### config.mk
export PLATFORM = sky130hd
export DESIGN_NAME = ssi_result_queue
export DESIGN_NICKNAME = d
export VERILOG_FILES = /design/src/rtl/core/ssi_pkg.sv /design/src/rtl/core/ssi_result_queue.sv
export SDC_FILE = /design/constraint.sdc
export NUM_CORES = 1
export LEC_CHECK = 0
export BUFFER_PORTS_ARGS = -buffer_cell sky130_fd_sc_hd__buf_2
export CORE_MARGIN = 2
export CORE_UTILIZATION = 49
export CTS_BUF_LIST = sky130_fd_sc_hd__clkbuf_16
export DETAILED_ROUTE_END_ITERATION = 16
export PLACE_DENSITY = 0.87
export SLEW_MARGIN = 15
export SYNTH_ARGS = -nofsm -noshare
export SYNTH_HDL_FRONTEND = slang
export SYNTH_SLANG_ARGS = --single-unit
### constraint.sdc
create_clock -name clk -period 4.9 [get_ports clk]
set_input_delay 0.735 -clock clk [delete_from_list [all_inputs] [get_ports clk]]
set_output_delay 0.735 -clock clk [all_outputs]
set_load 0.1 [all_outputs]
### src/rtl/core/ssi_pkg.sv
// Shared types and constants for the sorted set insert unit.
package ssi_pkg;

    localparam int VALUE_W = 32;
    localparam int INDEX_W = 6;
    localparam int COUNT_W = 7;
    localparam int POS_W   = 6;

    typedef enum logic [0:0] {
        OP_ADD  = 1'b0,
        OP_READ = 1'b1
    } opcode_t;

    typedef enum logic [2:0] {
        ST_ADDED = 3'd0,
        ST_DUP   = 3'd1,
        ST_FULL  = 3'd2,
        ST_READ  = 3'd3,
        ST_RANGE = 3'd4
    } status_t;

    typedef struct packed {
        status_t                     status;
        logic [COUNT_W-1:0]          count;
        logic [POS_W-1:0]            position;
        logic signed [VALUE_W-1:0]   read_value;
    } res_t;

endpackage

### src/rtl/core/ssi_result_queue.sv
// Two-entry result buffer between the cell row and the output port.
module ssi_result_queue (
    input  logic          clk,
    input  logic          rst_n,
    input  logic          push,
    input  ssi_pkg::res_t push_data,
    output logic          ready,
    output logic          valid,
    input  logic          pop_ready,
    output ssi_pkg::res_t head
);
    import ssi_pkg::*;

    res_t        head_reg;
    res_t        head_next;
    res_t        tail_reg;
    res_t        tail_next;
    logic [1:0]  fill_reg;
    logic [1:0]  fill_next;
    logic        pop;

    assign valid = (fill_reg != 2'd0);
    assign ready = (fill_reg != 2'd2);
    assign head  = head_reg;
    assign pop   = valid && pop_ready;

    always_comb
    begin
        head_next = head_reg;
        tail_next = tail_reg;
        fill_next = fill_reg;
        case ({push, pop})
            2'b10:
            begin
                if (fill_reg == 2'd0)
                begin
                    head_next = push_data;
                end
                else
                begin
                    tail_next = push_data;
                end
                fill_next = fill_reg + 2'd1;
            end
            2'b01:
            begin
                head_next = tail_reg;
                fill_next = fill_reg - 2'd1;
            end
            2'b11:
            begin
                if (fill_reg == 2'd1)
                begin
                    head_next = push_data;
                end
                else
                begin
                    head_next = tail_reg;
                    tail_next = push_data;
                end
            end
            default:
            begin
                fill_next = fill_reg;
            end
        endcase
    end

    always_ff @(posedge clk or negedge rst_n)
    begin
        if (!rst_n)
        begin
            fill_reg <= 2'd0;
        end
        else
        begin
            fill_reg <= fill_next;
        end
    end

    always_ff @(posedge clk)
    begin
        head_reg <= head_next;
        tail_reg <= tail_next;
    end

endmodule

-- Yosys cells after proc, flatten, opt, wreduce, memory -nomap -nowiden
Index checks and enable logic that the tools add are counted.
- bits in registers: 98
- output and inout port bits: 50
- logic and storage cells: 34
- $add $sub $neg: 2
- eq/ne operators: 8
- multiplexer cells: 7
- reductions and logical operators: 8
- operator list (cell ; count):
    $mux 48 ; 4
    $pmux 48 s3 ; 1
    $pmux 48 s2 ; 1
    $ne 2x2->1 const B ; 4
    $reduce_bool 2->1 ; 3
    $eq 2x1->1 const B ; 2
    $eq 2x2->1 const B ; 2
    $pmux 2 s2 ; 1
    $reduce_and 3->1 ; 1
    $reduce_bool 3->1 ; 1
    $add 2x1->2 const B ; 1
    $logic_not 2->1 ; 1
    $reduce_and 2->1 ; 1
    $sub 2x1->2 const B ; 1
    $logic_and 1x1->1 ; 1

-- Depth between registers and ports, before layout
- depth in word-level cells: 5
- mapped depth: 9
- gate-level depth less buffers: 7

-- Least setup slack after synthesis
No wires, ideal clock.
- path kind: register to register
- from: reg fill_reg[0]
- to: reg head_reg, in the netlist head[0] (enable)
- library setup time: 0.520 ns
- arrival time: 4.605 ns
- required time: 4.380 ns
- slack: -0.225 ns
- cell stages (with the launch flop): 5
- path buffers: 0
- clock period less this slack: 5.125 ns
- path through: dfrtp_1 inv_1 ha_1 inv_1 o21ai_0
- longest elaborated chain between the ends: 5
- elaborated cells on any way between the ends: 9
- ends and longest elaborated chain (item ; line ; RTL):
    start: declaration ; ssi_result_queue.sv:18 ; logic [1:0] fill_reg;
    start signal: assignment ; ssi_result_queue.sv:77 ; fill_reg <= fill_next;
    $reduce_bool 2->1 * ; ssi_result_queue.sv:22 ; assign valid = (fill_reg != 2'd0);
    named net valid ; ssi_result_queue.sv:8 ; output logic valid,
    $logic_and 1x1->1 * ; ssi_result_queue.sv:25 ; assign pop = valid && pop_ready;
    $eq 2x2->1 or $eq 2x1->1 (tied branches) ; ssi_result_queue.sv:32 ; case ({push, pop})
    $ne 2x2->1 (no source line) or $reduce_bool 3->1 (tied branches) ; -- ;
    $reduce_and 2->1 (no source line) * ; -- ;
    end signal: assignment ; ssi_result_queue.sv:83 ; head_reg <= head_next;
    end: declaration ; ssi_result_queue.sv:14 ; res_t head_reg;
Mark *: on every way through the listed nets, which the timed path passes. The rest lies on a longest branch.
A chain may end at the register's enable or synchronous reset.

==> metrics <==
status finished clean; Critical R2R Launch fill_reg[0]; Buf/Inv on CP 3; CP max stage cell ha_2; grt ovf 0; Data arrival, critical path 3250 ps; CTS max path bufs 2; Crit Path Max Fanout 26; die width 103 um; setup TNS after final layout 0 ps; Worst Hold Class input port to asynchronous set/reset pin; Distinct cells, synth 20; first-pass GRT wire length 14.7 mm; layout cells sized above 1 0.454; synthesized flop and latch total 98; Critical Path RT 4980 ps; Area Growth Syn to Fin 18.7%; clock sink count 98; Simple-Gate Fraction of Synth Area 0.0693; XOR/XNOR Fraction of Synth Area 0.00184; Hold Fails Final Rpt 0; fillers 688; CTS hold repair buffers 0; RSZ-0062 raised after global routing false; clk slew on worst S/H paths 70 ps; Setup-failing EPs final 0; Detail Route Antenna Nets 0; Slew Limit Headroom 0.545; crit-path leading delay family adder cells; Detailed Place HPWL 6.21 mm; CP Class register to register; gr usage total 0.186; Register Area 0.00293 sq mm; Max-cap violations 0; gpl congestion 0.745; fin crit share 0.648; Initial DRC Count 156; Core Footprint 0.00933 sq mm; Pre-antenna DRT Iters 5; largest net degree at the start of global routing 50; Worst-Skew Late Latency 340 ps; synthesized area 0.00476 sq mm; syn nets 350; register area share after synthesis 0.616; Starting Density 0.511; CTS Root Cell clkbuf_16; Worst Skew 5.74 ps; vias in the first global route 2944; Antenna Cells 0; initial antenna violation count 0; compound-cell area share of the yosys netlist 0.107; Crit path largest cell delay 620 ps; # DRC 0; Synth Area in Adders 0.0210; Via density 5.49; Post-Synthesis Cells 290; Num CTS Buffers 9; WL/cell 18.9 um; Mapped Avg Cell Area 16.4 sq um; f_max 0.315 GHz; slew at the pin with the worst max-slew slack 682 ps; area of the multi-input gates 0.00167 sq mm; layout net count 445; CTS-repair resized insts 0; Die Y 103 um; DR vias 2848; CTS tree built; critical path startpoint fill_reg[0]; Post-CTS Setup Repair Bufs 0; final wirelength 9.78 mm; H-tree level count 3; CP startpoint kind register; Ports 102; critical-path cell list inv_1 -> ha_1 -> nor2b_1 -> ha_2 -> buf_4 -> nor2_4 -> buf_16 -> a221o_1; Pins Over Slew Limit 0; row count 35; die area 0.0105 sq mm; min Tclk post-route 3170 ps; Ys Warns 0; # port buffers 101; mux cell area share after synthesis 0.145; crit end category register; largest family of logic cells by synthesized area multiplexers
[cells by family (layout without fill, tap and decap cells)]
family,after synthesis,in the layout
buf+inv,28,128
compound gates,53,53
mux,48,48
xor+xnor,1,1
flops,98,98
fa+ha+maj,8,8
simple gates,54,54
[layout make-up]
cell class | instances | share of cell area
tap | 129 | 0.0285
inverter | 6 | 0.00398
multi-input combinational | 164 | 0.296
sequential | 98 | 0.518
clock buffer | 9 | 0.0398
clock inverter | 7 | 0.0137
timing repair buffer | 106 | 0.0995
[worst paths after layout]
path                       slack, ps  depth (start not counted)          end
max                             1730                          8     head[21]
min in group clk                 540                          2  fill_reg[1]
min                              180                          1  fill_reg[0]
max in group asynchronous       4620                          1  fill_reg[1]
min reg2reg                      540                          2  fill_reg[1]
max reg2reg                     1730                          8     head[21]
[stage by stage]
step / setup WS, ps / cell area (sq um) / util / hold WS (ps) / std cells
CTS: 1780 / 5620 / 0.603 / 176 / 518
detailed placement: 1710 / 5320 / 0.570 / 524 / 502
global placement: 1810 / 5320 / 0.570 / 494 / 502
global route: 1500 / 5660 / 0.606 / 169 / 519
floorplan: 1080 / 4760 / - / 439 / 290
finish: 1730 / 5660 / 0.606 / 181 / 519
[worst register-to-register path, delay by kind of cell (launching register included)]
| kind | cells | cell delay [ps] |
|---|---|---|
| buf+inv | 3 | 750 |
| fa+ha+maj | 2 | 870 |
| simple gates | 2 | 510 |
| compound gates | 1 | 370 |
| flops | 1 | 410 |
[placed cells by master (no fill, tap or decap), drive strengths merged, types with 2 or more instances in the layout]
cell and n:
nor2b 2, ha 8, o21ai 3, dfrtp 2, edfxtp 96, a221o 48
inv 8, and2 48, buf 106, clkinv 3, nand2 2, clkbuf 9
mux2 48
[layer usage]
metal / wire, um / global-route usage / up-vias / share of wire
met5: 0 / 0 / - / 0
met4: 164 / 0.0749 / 0 / 0.017
met3: 529 / 0.0325 / 15 / 0.054
met2: 5070 / 0.332 / 94 / 0.52
met1: 4020 / 0.223 / 1395 / 0.41
li1: - / - / 1344 / -
[cell usage after synthesis, drive strengths merged]
| cell | number | area (sq um) |
|---|---|---|
| a22oi | 1 | 7.51 |
| nor2b | 2 | 12.5 |
| mux2 | 48 | 691 |
| clkbuf | 11 | 41.3 |
| o21a | 1 | 7.51 |
| xnor2 | 1 | 8.76 |
| dfrtp | 2 | 50.1 |
| nand2 | 2 | 7.51 |
| ha | 8 | 100 |
| edfxtp | 96 | 2880 |
| or2 | 1 | 6.26 |
| buf | 11 | 128 |
| inv | 6 | 22.5 |
| o21ai | 3 | 15.0 |
| a221o | 48 | 480 |
| and2 | 48 | 300 |
| nor2 | 1 | 3.75 |
Power is not shown: default switching activity piles up to over one toggle a cycle in this logic, so the estimate is an artifact.
