File: config.mk
export PLATFORM = sky130hd
export DESIGN_NAME = ssi_cell
export DESIGN_NICKNAME = d
export VERILOG_FILES = /design/src/rtl/core/ssi_pkg.sv /design/src/rtl/core/ssi_cell.sv
export SDC_FILE = /design/constraint.sdc
export NUM_CORES = 1
export LEC_CHECK = 0
export BUFFER_PORTS_ARGS = -buffer_cell sky130_fd_sc_hd__buf_2
export CAP_MARGIN = 25
export CORE_MARGIN = 4
export CORE_UTILIZATION = 24
export CTS_CLUSTER_SIZE = 28
export DETAILED_ROUTE_END_ITERATION = 8
export PLACE_DENSITY = 0.56
export SYNTH_ARGS = -nofsm -noshare
export SYNTH_HDL_FRONTEND = slang
export SYNTH_SLANG_ARGS = --single-unit
File: constraint.sdc
create_clock -name clk -period 4.3 [get_ports clk]
set_clock_uncertainty 0.1 [all_clocks]
set_input_delay 0.43 -clock clk [delete_from_list [all_inputs] [get_ports clk]]
set_output_delay 0.43 -clock clk [all_outputs]
set_load 0.01 [all_outputs]
File: src/rtl/core/ssi_pkg.sv
// Shared types and constants for the sorted set insert unit.
package ssi_pkg;

    localparam int VALUE_W = 32;
    localparam int INDEX_W = 6;
    localparam int COUNT_W = 7;
    localparam int POS_W   = 6;

    typedef enum logic [0:0] {
        OP_ADD  = 1'b0,
        OP_READ = 1'b1
    } opcode_t;

    typedef enum logic [2:0] {
        ST_ADDED = 3'd0,
        ST_DUP   = 3'd1,
        ST_FULL  = 3'd2,
        ST_READ  = 3'd3,
        ST_RANGE = 3'd4
    } status_t;

    typedef struct packed {
        status_t                     status;
        logic [COUNT_W-1:0]          count;
        logic [POS_W-1:0]            position;
        logic signed [VALUE_W-1:0]   read_value;
    } res_t;

endpackage

File: src/rtl/core/ssi_cell.sv
// One storage cell of the sorted chain: compare, shift-in and read gating.
module ssi_cell (
    input  logic                               clk,
    input  logic signed [ssi_pkg::VALUE_W-1:0] value,
    input  logic signed [ssi_pkg::VALUE_W-1:0] elem_prev,
    input  logic                               lt_prev,
    input  logic                               occupied,
    input  logic                               shift_en,
    input  logic                               rd_sel,
    output logic                               lt,
    output logic                               eq,
    output logic                               boundary,
    output logic signed [ssi_pkg::VALUE_W-1:0] elem,
    output logic signed [ssi_pkg::VALUE_W-1:0] rd_data
);
    import ssi_pkg::*;

    logic signed [VALUE_W-1:0] elem_reg;
    logic signed [VALUE_W-1:0] elem_next;

    assign lt       = occupied && (elem_reg < value);
    assign eq       = occupied && (elem_reg == value);
    assign boundary = lt_prev && !lt;
    assign elem     = elem_reg;
    assign rd_data  = rd_sel ? elem_reg : '0;

    // lower cells keep, boundary takes the new value, upper cells take the neighbor
    always_comb
    begin
        elem_next = elem_reg;
        if (shift_en && !lt)
        begin
            elem_next = lt_prev ? value : elem_prev;
        end
    end

    always_ff @(posedge clk)
    begin
        elem_reg <= elem_next;
    end

endmodule

### Word level (Yosys, flattened, before mapping)

Index checks and enable logic that the tools add are counted.

| storage, ports and cells | value |
|---|---|
| word-level logic and storage cells | 10 |
| register bits | 32 |
| input port bits | 69 |
| output and inout port bits | 67 |

| operators by class | value |
|---|---|
| reduce and logical (&&, ||, !) cells | 5 |
| equality and inequality tests | 1 |
| order comparisons | 1 |
| muxes and demuxes | 2 |

Operators by type and width:

| kind | number |
|---|---|
| $mux 32 | 2 |
| $eq 32x32->1 | 1 |
| $lt 32x32->1 | 1 |
| $logic_and 1x1->1 | 4 |
| $logic_not 1->1 | 1 |

### Logic depth before layout (Yosys ltp)

Gate-level depths: netlist of run 1.

| depth | value |
|---|---|
| depth in word-level cells | 4 |
| depth in mapped cells | 7 |
| depth with buffers taken out | 7 |

### Worst setup path before layout of run 1

No wires, ideal clock.

| path | value |
|---|---|
| kind | input to register |
| from | input value[17] (netlist name) |
| to | register elem_reg[0] (netlist: elem[0]), enable pin |
| data arrival time | 3.935 ns |
| cell stages on the path | 7 |
| path buffers | 0 |
| data required time | 3.730 ns |
| path slack | -0.205 ns |
| cell sequence | inv_1 -> ha_1 -> a21o_1 -> nand3_1 -> a2111oi_4 -> o311a_1 -> a211oi_1 |

| between the ends | value |
|---|---|
| word-level cells in the longest chain between the ends | 4 |

Ends and longest elaborated chain:

| element | line | source |
|---|---|---|
| from (decl) | ssi_cell.sv:4 | `input logic signed [ssi_pkg::VALUE_W-1:0] value,` |
| $lt 32x32->1 | ssi_cell.sv:21 | `assign lt = occupied && (elem_reg < value);` |
| $logic_and 1x1->1 | ssi_cell.sv:21 |  |
| $logic_not 1->1 | ssi_cell.sv:31 | `if (shift_en && !lt)` |
| $logic_and 1x1->1 | ssi_cell.sv:31 |  |
| to (signal assigned) | ssi_cell.sv:39 | `elem_reg <= elem_next;` |
| to (decl) | ssi_cell.sv:18 | `logic signed [VALUE_W-1:0] elem_reg;` |

No other way between the ends.
A chain may end at the register's enable or synchronous reset.

### Worst setup path in the final report of run 1

| path | value |
|---|---|
| from | register elem_reg[27] (netlist: elem[27]) |
| to | output boundary |

| between the ends | value |
|---|---|
| word-level cells in the longest chain between the ends | 4 |

Ends and longest elaborated chain:

| element | line | source |
|---|---|---|
| $lt 32x32->1 | ssi_cell.sv:21 |  |
| $logic_and 1x1->1 | ssi_cell.sv:21 |  |
| $logic_not 1->1 | ssi_cell.sv:23 | `assign boundary = lt_prev && !lt;` |
| $logic_and 1x1->1 | ssi_cell.sv:23 |  |
| to (decl) | ssi_cell.sv:12 | `output logic boundary,` |

No other way between the ends.

==> results of run 1 <==
-- synthesized netlist by cell type --
master,count,area share
inv_1,35,0.053
and2_1,32,0.081
edfxtp_1,32,0.39
ha_1,32,0.16
mux2_2,32,0.15
a21oi_1,14,0.028
nand2_1,6,0.0091
clkbuf_1,4,0.0060
nand3_1,3,0.0060
nand4_1,3,0.0076
a211oi_1,2,0.0060
a21o_1,2,0.0060
buf_2,2,0.0040
nand4_2,2,0.010
nor2_1,2,0.0030
nor4_2,2,0.010
o21a_1,2,0.0060
o21ai_0,2,0.0040
a2111oi_4,1,0.011
a21boi_2,1,0.0045
a21o_2,1,0.0035
and4_1,1,0.0035
and4_2,1,0.0040
buf_4,1,0.0030
nand4_4,1,0.0086
nor2b_1,1,0.0025
nor3_1,1,0.0020
nor4b_2,1,0.0060
o211ai_1,1,0.0030
o2bb2ai_1,1,0.0035
o311a_1,1,0.0040
o41ai_2,1,0.0066
-- cell type report --
cell class / instances / area, µm²
well taps: 133 / 166
repair buffers: 137 / 691
clock buffers: 7 / 76.3
flip-flops and latches: 32 / 961
multi-input cells: 149 / 1370
fillers: 1043 / 6510
clock inverters: 1 / 3.75
inverters: 35 / 131
-- power by group through the flow --
stage	sequential (mW)	combinational [mW]	clock, mW
final	0.401	0.275	0.227
after global placement	0.408	0.278	0
after floorplan	0.418	0.150	0
after CTS	0.402	0.283	0.240
after global routing	0.406	0.311	0.256
after detailed placement	0.409	0.281	0
-- worst register-to-register path, cell delays in order, from the launching register on --
cell      delay [ps]
edfxtp_1         410
ha_1             330
nand4_1          230
nor4_2           440
o41ai_2          210
a211oi_4         250
buf_4            300
-- stage by stage --
| step | hold slack [ps] | area, µm² | instances |
|---|---|---|---|
| after global placement | 631 | 3320 | 486 |
| after global routing | 333 | 3400 | 494 |
| after detailed placement | 635 | 3320 | 486 |
| final | 342 | 3400 | 494 |
| after CTS | 334 | 3400 | 494 |
| after floorplan | 550 | 2490 | 223 |
-- cells in the final DEF, fill, tap and decap left out, types with 2 or more instances in the layout --
cell	count
buf_4	2
buf_2	135
ha_1	32
nor2_1	2
o21a_1	2
clkbuf_1	2
edfxtp_1	32
nand3_1	3
clkbuf_8	5
a21oi_1	14
nor4_2	2
nand4_1	3
inv_1	35
nand2_1	6
nand4_2	2
o21ai_0	2
mux2_2	32
and2_1	32
a21o_1	2
-- per-layer routing --
layer  track usage  share of wire  vias up
met3        0.0247          0.073        7
met1         0.128           0.42      948
met2         0.190           0.50       82
met5             0              0        -
met4        0.0356          0.013        0
li1              -              -     1063
-- worst paths after layout --
check | end | slack, ps | depth (start not counted) | from
setup / recovery | boundary | 1420 | 6 | elem[27]
hold / removal | elem[19] | 340 | 2 | elem_prev[19]
hold reg to reg | elem[27] | 1210 | 4 | elem[31]
setup reg to reg | elem[10] | 1700 | 6 | elem[27]
-- cells by family after synthesis --
family          share of synthesized area
compound gates                     0.0867
fa+ha+maj                           0.161
buf+inv                            0.0661
flops                               0.387
mux                                 0.145
simple gates                        0.153
==> results.md, run 1 <==
Outcome:
- The flow ran to the end, and the final reports show no timing, DRC or antenna violations.

Floorplan:
- The effective utilization at floorplan is 0.250.
- The die outline width is roughly 110 µm.
- The die covers approximately 0.012 mm².
- The core region is approximately 0.0099 mm².
- The number of rows created at floorplan is 36.
- The chip height is around 110 µm.
- The total I/O pin count is about 140.

Critical path:
- The type of destination of the critical path is an output pin.
- The critical path startpoint category is a flop.
- Traced cell by cell, the critical path runs through ha_1, nand4_1, nor4_2, o41ai_2, a211oi_1, buf_2.
- The data required time at the worst endpoint is 3770 ps.
- The cell with the biggest individual delay on the critical path is nor4_2.
- The combined buffer and inverter count along the critical path is 1.
- Along the worst path, the maximum fanout reaches 3.
- The cell family contributing the most delay on the critical path is simple AND/OR/NAND/NOR gates.
- The worst setup path is of the flop to output pin kind.
- The critical path arrival is between 2000 and 2500 ps.
- The critical path's largest stage delay is 440 ps.

Route:
- The remaining antenna violation count after routing is 0.
- The remaining design rule violation count is 0.
- The via count of the routed design is between 2,000 and 2,500.
- The total length of routed wires is roughly 6700 µm.
- The detail-routed net length per standard cell is 13.5 µm.
- The first routing iteration left 66 violations.
- In the routed layout, each cell is associated on average with a via count of 4.25.
- The total iterations of the first detailed-routing run is 4.

Pwr:
- In this run the power spent charging and discharging nets is between 0.2 and 0.3 mW.
- The overall power after layout is around 0.9 mW.
- The leakage dissipation is roughly 1.7 nW.
- The power density of the placed cells is 266 mW/mm².
- Of the total power, registers draw 0.445.
- The share of total power dissipated in the clock network is 0.251.
- The worst-case IR drop observed on VDD is approximately 100 µV.
- Of the total power, the share spent switching nets is 0.307.
- Of the total power, combinational logic draws 0.304.
- The internal power of the cells totals ~0.63 mW.

Clock network:
- At the later pin of the worst-skew pair, clock insertion delay measures about 280 ps.
- The clock net in this run drives a total of 32 sinks.
- The cell chosen for the clock root is clkbuf_8.
- The clock edge transition at the registers on the reported setup and hold paths is 70 ps.
- Once the clock tree was built, the resizer swapped 0 gates to a different size.
- The TritonCTS clock tree is built.
- The number of buffers created by CTS is 5.
- The count of hold-fix buffers inserted at cts is 0.
- The number of setup buffers added after CTS is 0.
- The maximum clock insertion buffer count is 2.
- The number of H-tree branching levels is 2.

STA:
- The count of final setup violators is 0.
- Static timing analysis puts the maximum clock frequency at 347 MHz.
- The worst slew slack as a fraction of its limit is 0.462.
- The count of final max-slew check failures was 0.
- Setup slack closes at between 1000 and 1500 ps.
- The number of hold violations in the final report came to 0.
- The minimum clock period after layout is around 2900 ps.
- The final clock period utilization by the worst path is 0.670.
- Setup total negative slack on the finished layout was measured at 0 ps.
- The slew of the pin with the lowest slew margin is approximately 810 ps.
- Setup repair after global routing left no endpoint under its margin.

Layout:
- Of the cells placed in the final design, the portion with a size suffix greater than 1 is 0.515.
- Relative to the synthesized area, the layout overhead comes to 37.0%.
- The number of antenna diodes in the final layout is 0.
- For this run, the post-layout net count is 461.
- The number of flip-flops in the largest register is 32.
- Measured on the finished design, the core utilization comes to 0.343.

Synth:
- The mean instance size in the synthesized netlist is around 11 µm².
- The mapped netlist covers approximately 0.0025 mm².
- For this run, the number of Yosys warnings is 0.
- Of the synthesized area, sequential elements account for 0.387.
- Synthesis produced a netlist with a net count of 324.
- Synthesis instantiated 32 different standard cells from the library.
- After technology mapping, the gate count stands at roughly 220.
- The number of flip-flops and latches in the synthesized netlist is 32.

GRT:
- The overall overflow remaining after global route is 0.
- The number of global-route vias before repair came to 2,095.
- The wire length of the first global-routing pass is 9970 µm.
- The total routing resource utilization after global routing is 0.108.
- Entering global routing, the biggest net connects 34 pins.
- The number of antenna violations at the first check in global routing is 0.

Place:
- The detailed-placement wirelength estimate is 5490 µm.
- The post-place setup slack is ~1500 ps.
- The final weighted congestion in routability-driven placement is 0.723.
- The count of buffers added on input and output ports is approximately 140.

Worst hold path:
- The type of the tightest min-delay check is input pin to flop.

Flow run:
- The number of max-capacitance violations reported is 0.
Power figures use the tool's default switching activity.
==> run 2, diff against run 1 <==
==> constraint.sdc (replaced) <==
create_clock -name clk -period 2.3 [get_ports clk]
set_clock_uncertainty 0.1 [all_clocks]
set_input_delay 0.23 -clock clk [delete_from_list [all_inputs] [get_ports clk]]
set_output_delay 0.23 -clock clk [all_outputs]
set_load 0.01 [all_outputs]
==> results.md, run 2 (synthesis results as in run 1) <==
Pwr:
- The overall power after layout is 1.99 mW.
- The power density of the placed cells is roughly 490 mW/mm².
- VDD sags by at most 227 µV.
- The leakage dissipation is around 2.0 nW.

Layout:
- The proportion of layout cells with a drive suffix above 1 is 0.603.
- The final cell utilization of the core is 0.406.
- The filler cell count is between 1,000 and 1,500.
- From synthesis to final layout, the design area changed by 62.2%.
- In the layout the commonest cells are buf_2 (133), buf_4 (43), inv_1 (35).
- For this run, the number of standard cells in the final layout without fillers is about 540.
- The number of antenna diodes in the final layout is 0.
- The register with the most flip-flops in the layout has 32 of them.
- The final layout contains approximately 500 nets.
- The library cell used most frequently in the layout, excluding fill and tap cells, is buf_2.

STA:
- The count of final max-slew check failures is 0.
- In the finished design, the share of the clock period the worst path needs comes to 1.16.
- The number of hold violations in the final report is 0.
- In the post-route analysis, the smallest setup slack over all paths is -375 ps.
- Hold timing on the final database bottoms out at a slack of 140 ps.
- The worst slew slack as a fraction of its limit is 0.664.
- Static timing analysis puts the maximum clock frequency at around 370 MHz.
- Setup repair after global routing could not meet its margin everywhere.
- The slew of the pin with the lowest slew margin is between 500 and 600 ps.
- The minimum clock period after layout is between 2000 and 3000 ps.
- Setup violations remaining at the end of the flow were counted as 35.
- The setup TNS is -10,300 ps.

Clock network:
- The TritonCTS clock tree is built.
- The root buffer cell chosen for the clock tree is clkbuf_8.
- In this run the deepest clock path goes through 2 buffers.
- The clock latency of the later-clocked register in the worst-skew pair is between 200 and 300 ps.
- The number of buffers created by CTS is 5.
- The clock net sink count is 32.
- The number of H-tree branching levels is 2.
- Clock-pin slew was measured on the worst setup and hold paths at 80 ps.

Critical path:
- The critical path arrival is 2350 ps.
- The cell with the biggest individual delay on the critical path is edfxtp_1.
- The type of destination of the critical path is an output pin.
- The data required time at the worst endpoint is 1970 ps.
- Along the worst path, the maximum fanout reaches 2.
- The path depth of the worst reg2reg path is 9.
- The critical path goes through ha_4, nand4_4, nor4_4, a21boi_4, o41ai_4, buf_4, a211oi_4, buf_2.
- The reg-to-reg startpoint is elem[11].
- For this run, the slowest stage of the critical path takes 430 ps.
- The setup path with the least slack is of type flop to output pin.
- Across all register-to-register paths, the minimum setup slack is -330 ps.
- STA classifies the critical path startpoint as a flop.
- In this run the critical register-to-register path is captured at elem[16].

Worst hold path:
- Counting instances, the worst hold path has a depth of 2.
- The type of the tightest min-delay check is input pin to flop.
- The hold path startpoint is elem_prev[0].
- The worst hold path terminates at elem[0].

Place:
- The detailed-placement wirelength estimate is just under 6000 µm.
- The count of input and output buffers is approximately 140.
- The cell count after placement is 527.
- Routability-driven placement finished with a final weighted congestion of 0.737.

Route:
- In the routed design, unresolved DRC markers number 0.
- The detailed router finished its first iteration with 55 violations.
- The routed design has approximately 7400 µm of wire.
- The total iterations of the first detailed-routing run is 3.
- The detail route stage leaves a number of antenna-violating nets equal to 0.
- For this block, the via count after detailed routing is 2,277.
- The via density per instance is around 4.2.
- Dividing the detail-routed wire length by the instance count gives 13.7 µm.

Floorplan:
- The initial utilization of the core area, before any placement, comes to 0.250.
- The die outline width is between 100 and 150 µm.
- The chip height is ~110 µm.
- The die covers 0.0120 mm².
- The area of the core is roughly 0.0099 mm².
- The number of rows created at floorplan is 36.
- The total I/O pin count is ~140.

GRT:
- The largest net degree at the start of global routing is 33.
- For this run, the total global-route usage over all layers was measured as 0.120.
- The overall overflow remaining after global route is 0.
- The number of global-route vias before repair came to between 2,000 and 2,500.
- The first global-routing pass estimated 11,200 µm of wire.
- The number of antenna violations at the first check in global routing is 0.

Outcome:
- The run finished, with violations left.
- The final reports fail on setup timing.

Flow run:
- The number of max-capacitance violations reported is 0.
run 2: per-layer routing:
layer | GRT usage | routed length, µm | part of all wire | up-vias
met1 | 0.148 | 3110 | 0.42 | 1035
met3 | 0.0282 | 541 | 0.073 | 5
met5 | 0 | 0 | 0 | -
met2 | 0.212 | 3710 | 0.50 | 80
li1 | - | - | - | 1157
met4 | 0.0240 | 48 | 0.0065 | 0
run 2: stage by stage:
step | instance area, µm² | setup slack, ps
detailed placement | 3680 | -239
global placement | 3680 | -205
finish | 4030 | -375
CTS | 3960 | -397
global route | 4030 | -510
floorplan | 2530 | -618
run 2: worst max path at each step:
stage / cells past startpoint / to / startpoint / slack (ps)
floorplan: 6 / elem[0] / elem[26] / -620
global placement: 7 / elem[7] / elem[11] / -200
CTS: 8 / boundary / elem[14] / -400
detailed placement: 7 / elem[26] / elem[11] / -240
global route: 8 / boundary / elem[11] / -510
finish: 8 / boundary / elem[11] / -380
run 2: area by class of cell:
type                            instances  area (µm²)  share of cell area
Multi-Input combinational cell        149        1560               0.387
Timing Repair Buffer                  184        1100               0.274
Sequential cell                        32         961               0.239
Tap cell                              133         166              0.0413
Inverter                               35         131              0.0326
Clock buffer                            5        68.8              0.0171
Clock inverter                          3        37.5             0.00933
run 2: worst max-delay path, delay by kind of cell, from the launching register on:
family	cells	cell delay (ps)
AOI/OAI and AO/OA	3	560
adders and majority gates	1	310
buffers and inverters	2	340
DFF	1	430
and+or+nand+nor	2	430
run 2: where the power goes:
group | switching [mW] | internal (mW) | total (mW) | leakage, nW
combinational | 0.330 | 0.373 | 0.703 | 1.61
sequential | 0.0320 | 0.712 | 0.744 | 0.308
clock | 0.228 | 0.316 | 0.543 | 0.0532
total | 0.590 | 1.40 | 1.99 | 1.97
run 2: what timing repair did:
action,in CTS,in global routing
cloned,1,0
gates resized for setup,16,9
endpoints found under the setup margin,35,35
buffers inserted,4,2
pin swaps,6,3
hold buffers,0,0
==> run 3, diff against run 2 <==
--- a/config.mk
+++ b/config.mk
@@ -11,7 +11,7 @@
 export CORE_UTILIZATION = 24
 export CTS_CLUSTER_SIZE = 28
 export DETAILED_ROUTE_END_ITERATION = 8
-export PLACE_DENSITY = 0.56
+export PLACE_DENSITY = 0.52
 export SYNTH_ARGS = -nofsm -noshare
 export SYNTH_HDL_FRONTEND = slang
 export SYNTH_SLANG_ARGS = --single-unit
==> results.md, run 3 (synthesis results as in run 1) <==
STA:
- The post-layout worst setup margin is -348 ps.
- The number of hold violations in the final report is 0.
- The count of final setup violators is 35.
- For the finished layout, the period the worst path requires is approximately 2600 ps.
- Setup repair after global routing could not meet its margin everywhere.
- The slew of the pin with the lowest slew margin is between 500 and 600 ps.
- The count of final max-slew check failures is 0.
- The highest clock rate is around 380 MHz.
- In this run the tightest slew margin relative to its limit is 0.661.
- The final clock period utilization by the worst path is 1.15.

GRT:
- The wire length of the first global-routing pass is 11,500 µm.
- The met1 usage in global routing is 0.142.
- The largest net degree at the start of global routing is 33.
- The number of global-route vias before repair came to roughly 2,400.
- The met3 track demand over resource is 0.0341.
- For this run, the total global-route usage over all layers was measured as 0.124.
- The routing layer with the top usage in global route is met2.
- For met2 alone, demand over resource in global routing was 0.225.
- The number of antenna violations at the first check in global routing is 0.
- The overall overflow remaining after global route is 0.

Place:
- The detailed-placement wirelength estimate is between 5000 and 6000 µm.
- The cell count after placement is between 500 and 600.
- The final weighted congestion in routability-driven placement is between 0.7 and 0.8.
- The count of input and output buffers is ~140.
- OpenSTA, run right after detailed placement, puts the worst setup slack at -180 ps.

Critical path:
- The data required time at the worst endpoint is between 1500 and 2000 ps.
- For this run, the slowest stage of the critical path takes around 430 ps.
- The critical path is of the flop to output pin type.
- The type of destination of the critical path is an output pin.
- The worst setup path is launched from a flop.
- The top fanout value on the critical path is 2.
- STA puts the critical path data arrival time at about 2300 ps.
- The cell with the biggest individual delay on the critical path is edfxtp_1.
- Traced cell by cell, the critical path runs through ha_4, nand4_4, nor4_4, a21boi_4, o41ai_4, buf_4, a211oi_2, buf_2.

Clock network:
- The clock net sink count is 32.
- The clock latency of the later-clocked register in the worst-skew pair is about 280 ps.
- In this run the deepest clock path goes through 2 buffers.
- Clock-pin slew was measured on the worst setup and hold paths at about 70 ps.
- The number of H-tree branching levels is 2.
- CTS placed an instance of clkbuf_8 at the clock tree root.
- In this run, post-CTS hold repair placed 0 buffers.
- Clock tree synthesis inserted a total of 5 buffers.
- TritonCTS built the clock tree.

Route:
- Dividing the detail-routed wire length by the instance count gives 13.6 µm.
- The via density per instance is roughly 4.2.
- For this run, design rule violations remaining after detail routing come to 0.
- In this run the remaining antenna-violating nets after routing total 0.
- The total length of routed wires is between 7000 and 8000 µm.
- The total iterations of the first detailed-routing run is 4.
- The via count of the routed design is roughly 2,300.
- For this block, the initial DRC count from the detailed router was 43.

Pwr:
- The overall power after layout is about 1.9 mW.
- The worst-case IR drop observed on VDD is ~190 µV.
- The leakage dissipation is between 2 and 2.5 nW.
- The power density of the placed cells is ~460 mW/mm².

Worst hold path:
- The type of the tightest min-delay check is input pin to flop.

Floorplan:
- The initial utilization of the core area, before any placement, comes to 0.250.
- The area enclosed by the die boundary is around 0.012 mm².
- The number of rows created at floorplan is 36.
- The area of the core is 0.00991 mm².
- Measured along the y axis, the die boundary spans around 110 µm.
- Measured along the x axis, the die boundary spans ~110 µm.
- The total I/O pin count is 136.

Outcome:
- The flow ran to the end, but the final reports show violations.
- The checks that failed: setup timing.

Layout:
- Compared with the post-synthesis result, the final layout area differs by 64.7%.
- The top cell types in the final layout, fill and taps aside, are buf_2 (133), buf_4 (50), inv_1 (35).
- After the last flow step, the layout net total stands at 517.
- The number of inserted diodes is 0.
- The proportion of layout cells with a drive suffix above 1 is 0.615.
- The most common cell after layout, fill and taps aside is buf_2.
- The final cell count without fillers is approximately 550.
- The number of flip-flops in the largest register is 32.

Flow run:
- Across the run, the number of max-cap violations was 0.
## run 3: worst paths after layout
path | startpoint | endpoint | slack, ps | depth (start not counted)
worst max register to register | elem[11] | elem[8] | -340 | 9
worst max-delay path | elem[11] | boundary | -350 | 8
worst min-delay path | elem_prev[7] | elem[7] | 150 | 2
worst min register to register | elem[31] | elem[3] | 1170 | 5
## run 3: timing repair
item	4_1_cts	5_1_grt
cloned	1	2
pin swaps	8	9
resized for setup	18	10
buffers inserted	7	7
endpoints found under the setup margin	35	35
## run 3: where the power goes
part           internal (mW)  total, mW  switching [mW]
clock network          0.205      0.406           0.201
logic                  0.394      0.725           0.331
registers              0.713      0.749          0.0361
## run 3: area by class of cell
class / instances / area, µm²
fill: 992 / 5820
inverter: 35 / 131
timing repair buffer: 193 / 1190
clock buffer: 6 / 72.6
clock inverter: 1 / 5.00
multi-input combinational: 149 / 1560
tap: 133 / 166
sequential: 32 / 961
## run 3: stage by stage
stage	area, µm²	setup TNS (ps)	utilization	hold WS [ps]
floorplan	2530	-19770	-	350
global placement	3680	-4260	0.371	435
detailed placement	3680	-5780	0.371	436
CTS	3990	-9390	0.402	145
global route	4090	-14440	0.412	137
finish	4090	-10880	0.412	147
## run 3: layer usage
| metal | up-vias | routed length (µm) |
|---|---|---|
| met5 | - | 0 |
| met4 | 0 | 67 |
| met3 | 6 | 598 |
| met2 | 89 | 3930 |
| met1 | 1033 | 2890 |
| li1 | 1180 | - |
## run 3: critical path, delay by kind of cell (launching register included)
| kind | cells | cell delay [ps] |
|---|---|---|
| buffers and inverters | 2 | 330 |
| adder cells (fa/ha/maj) | 1 | 310 |
| AND/OR/NAND/NOR | 2 | 430 |
| AO/OA/AOI/OAI | 3 | 530 |
| flip-flops | 1 | 430 |
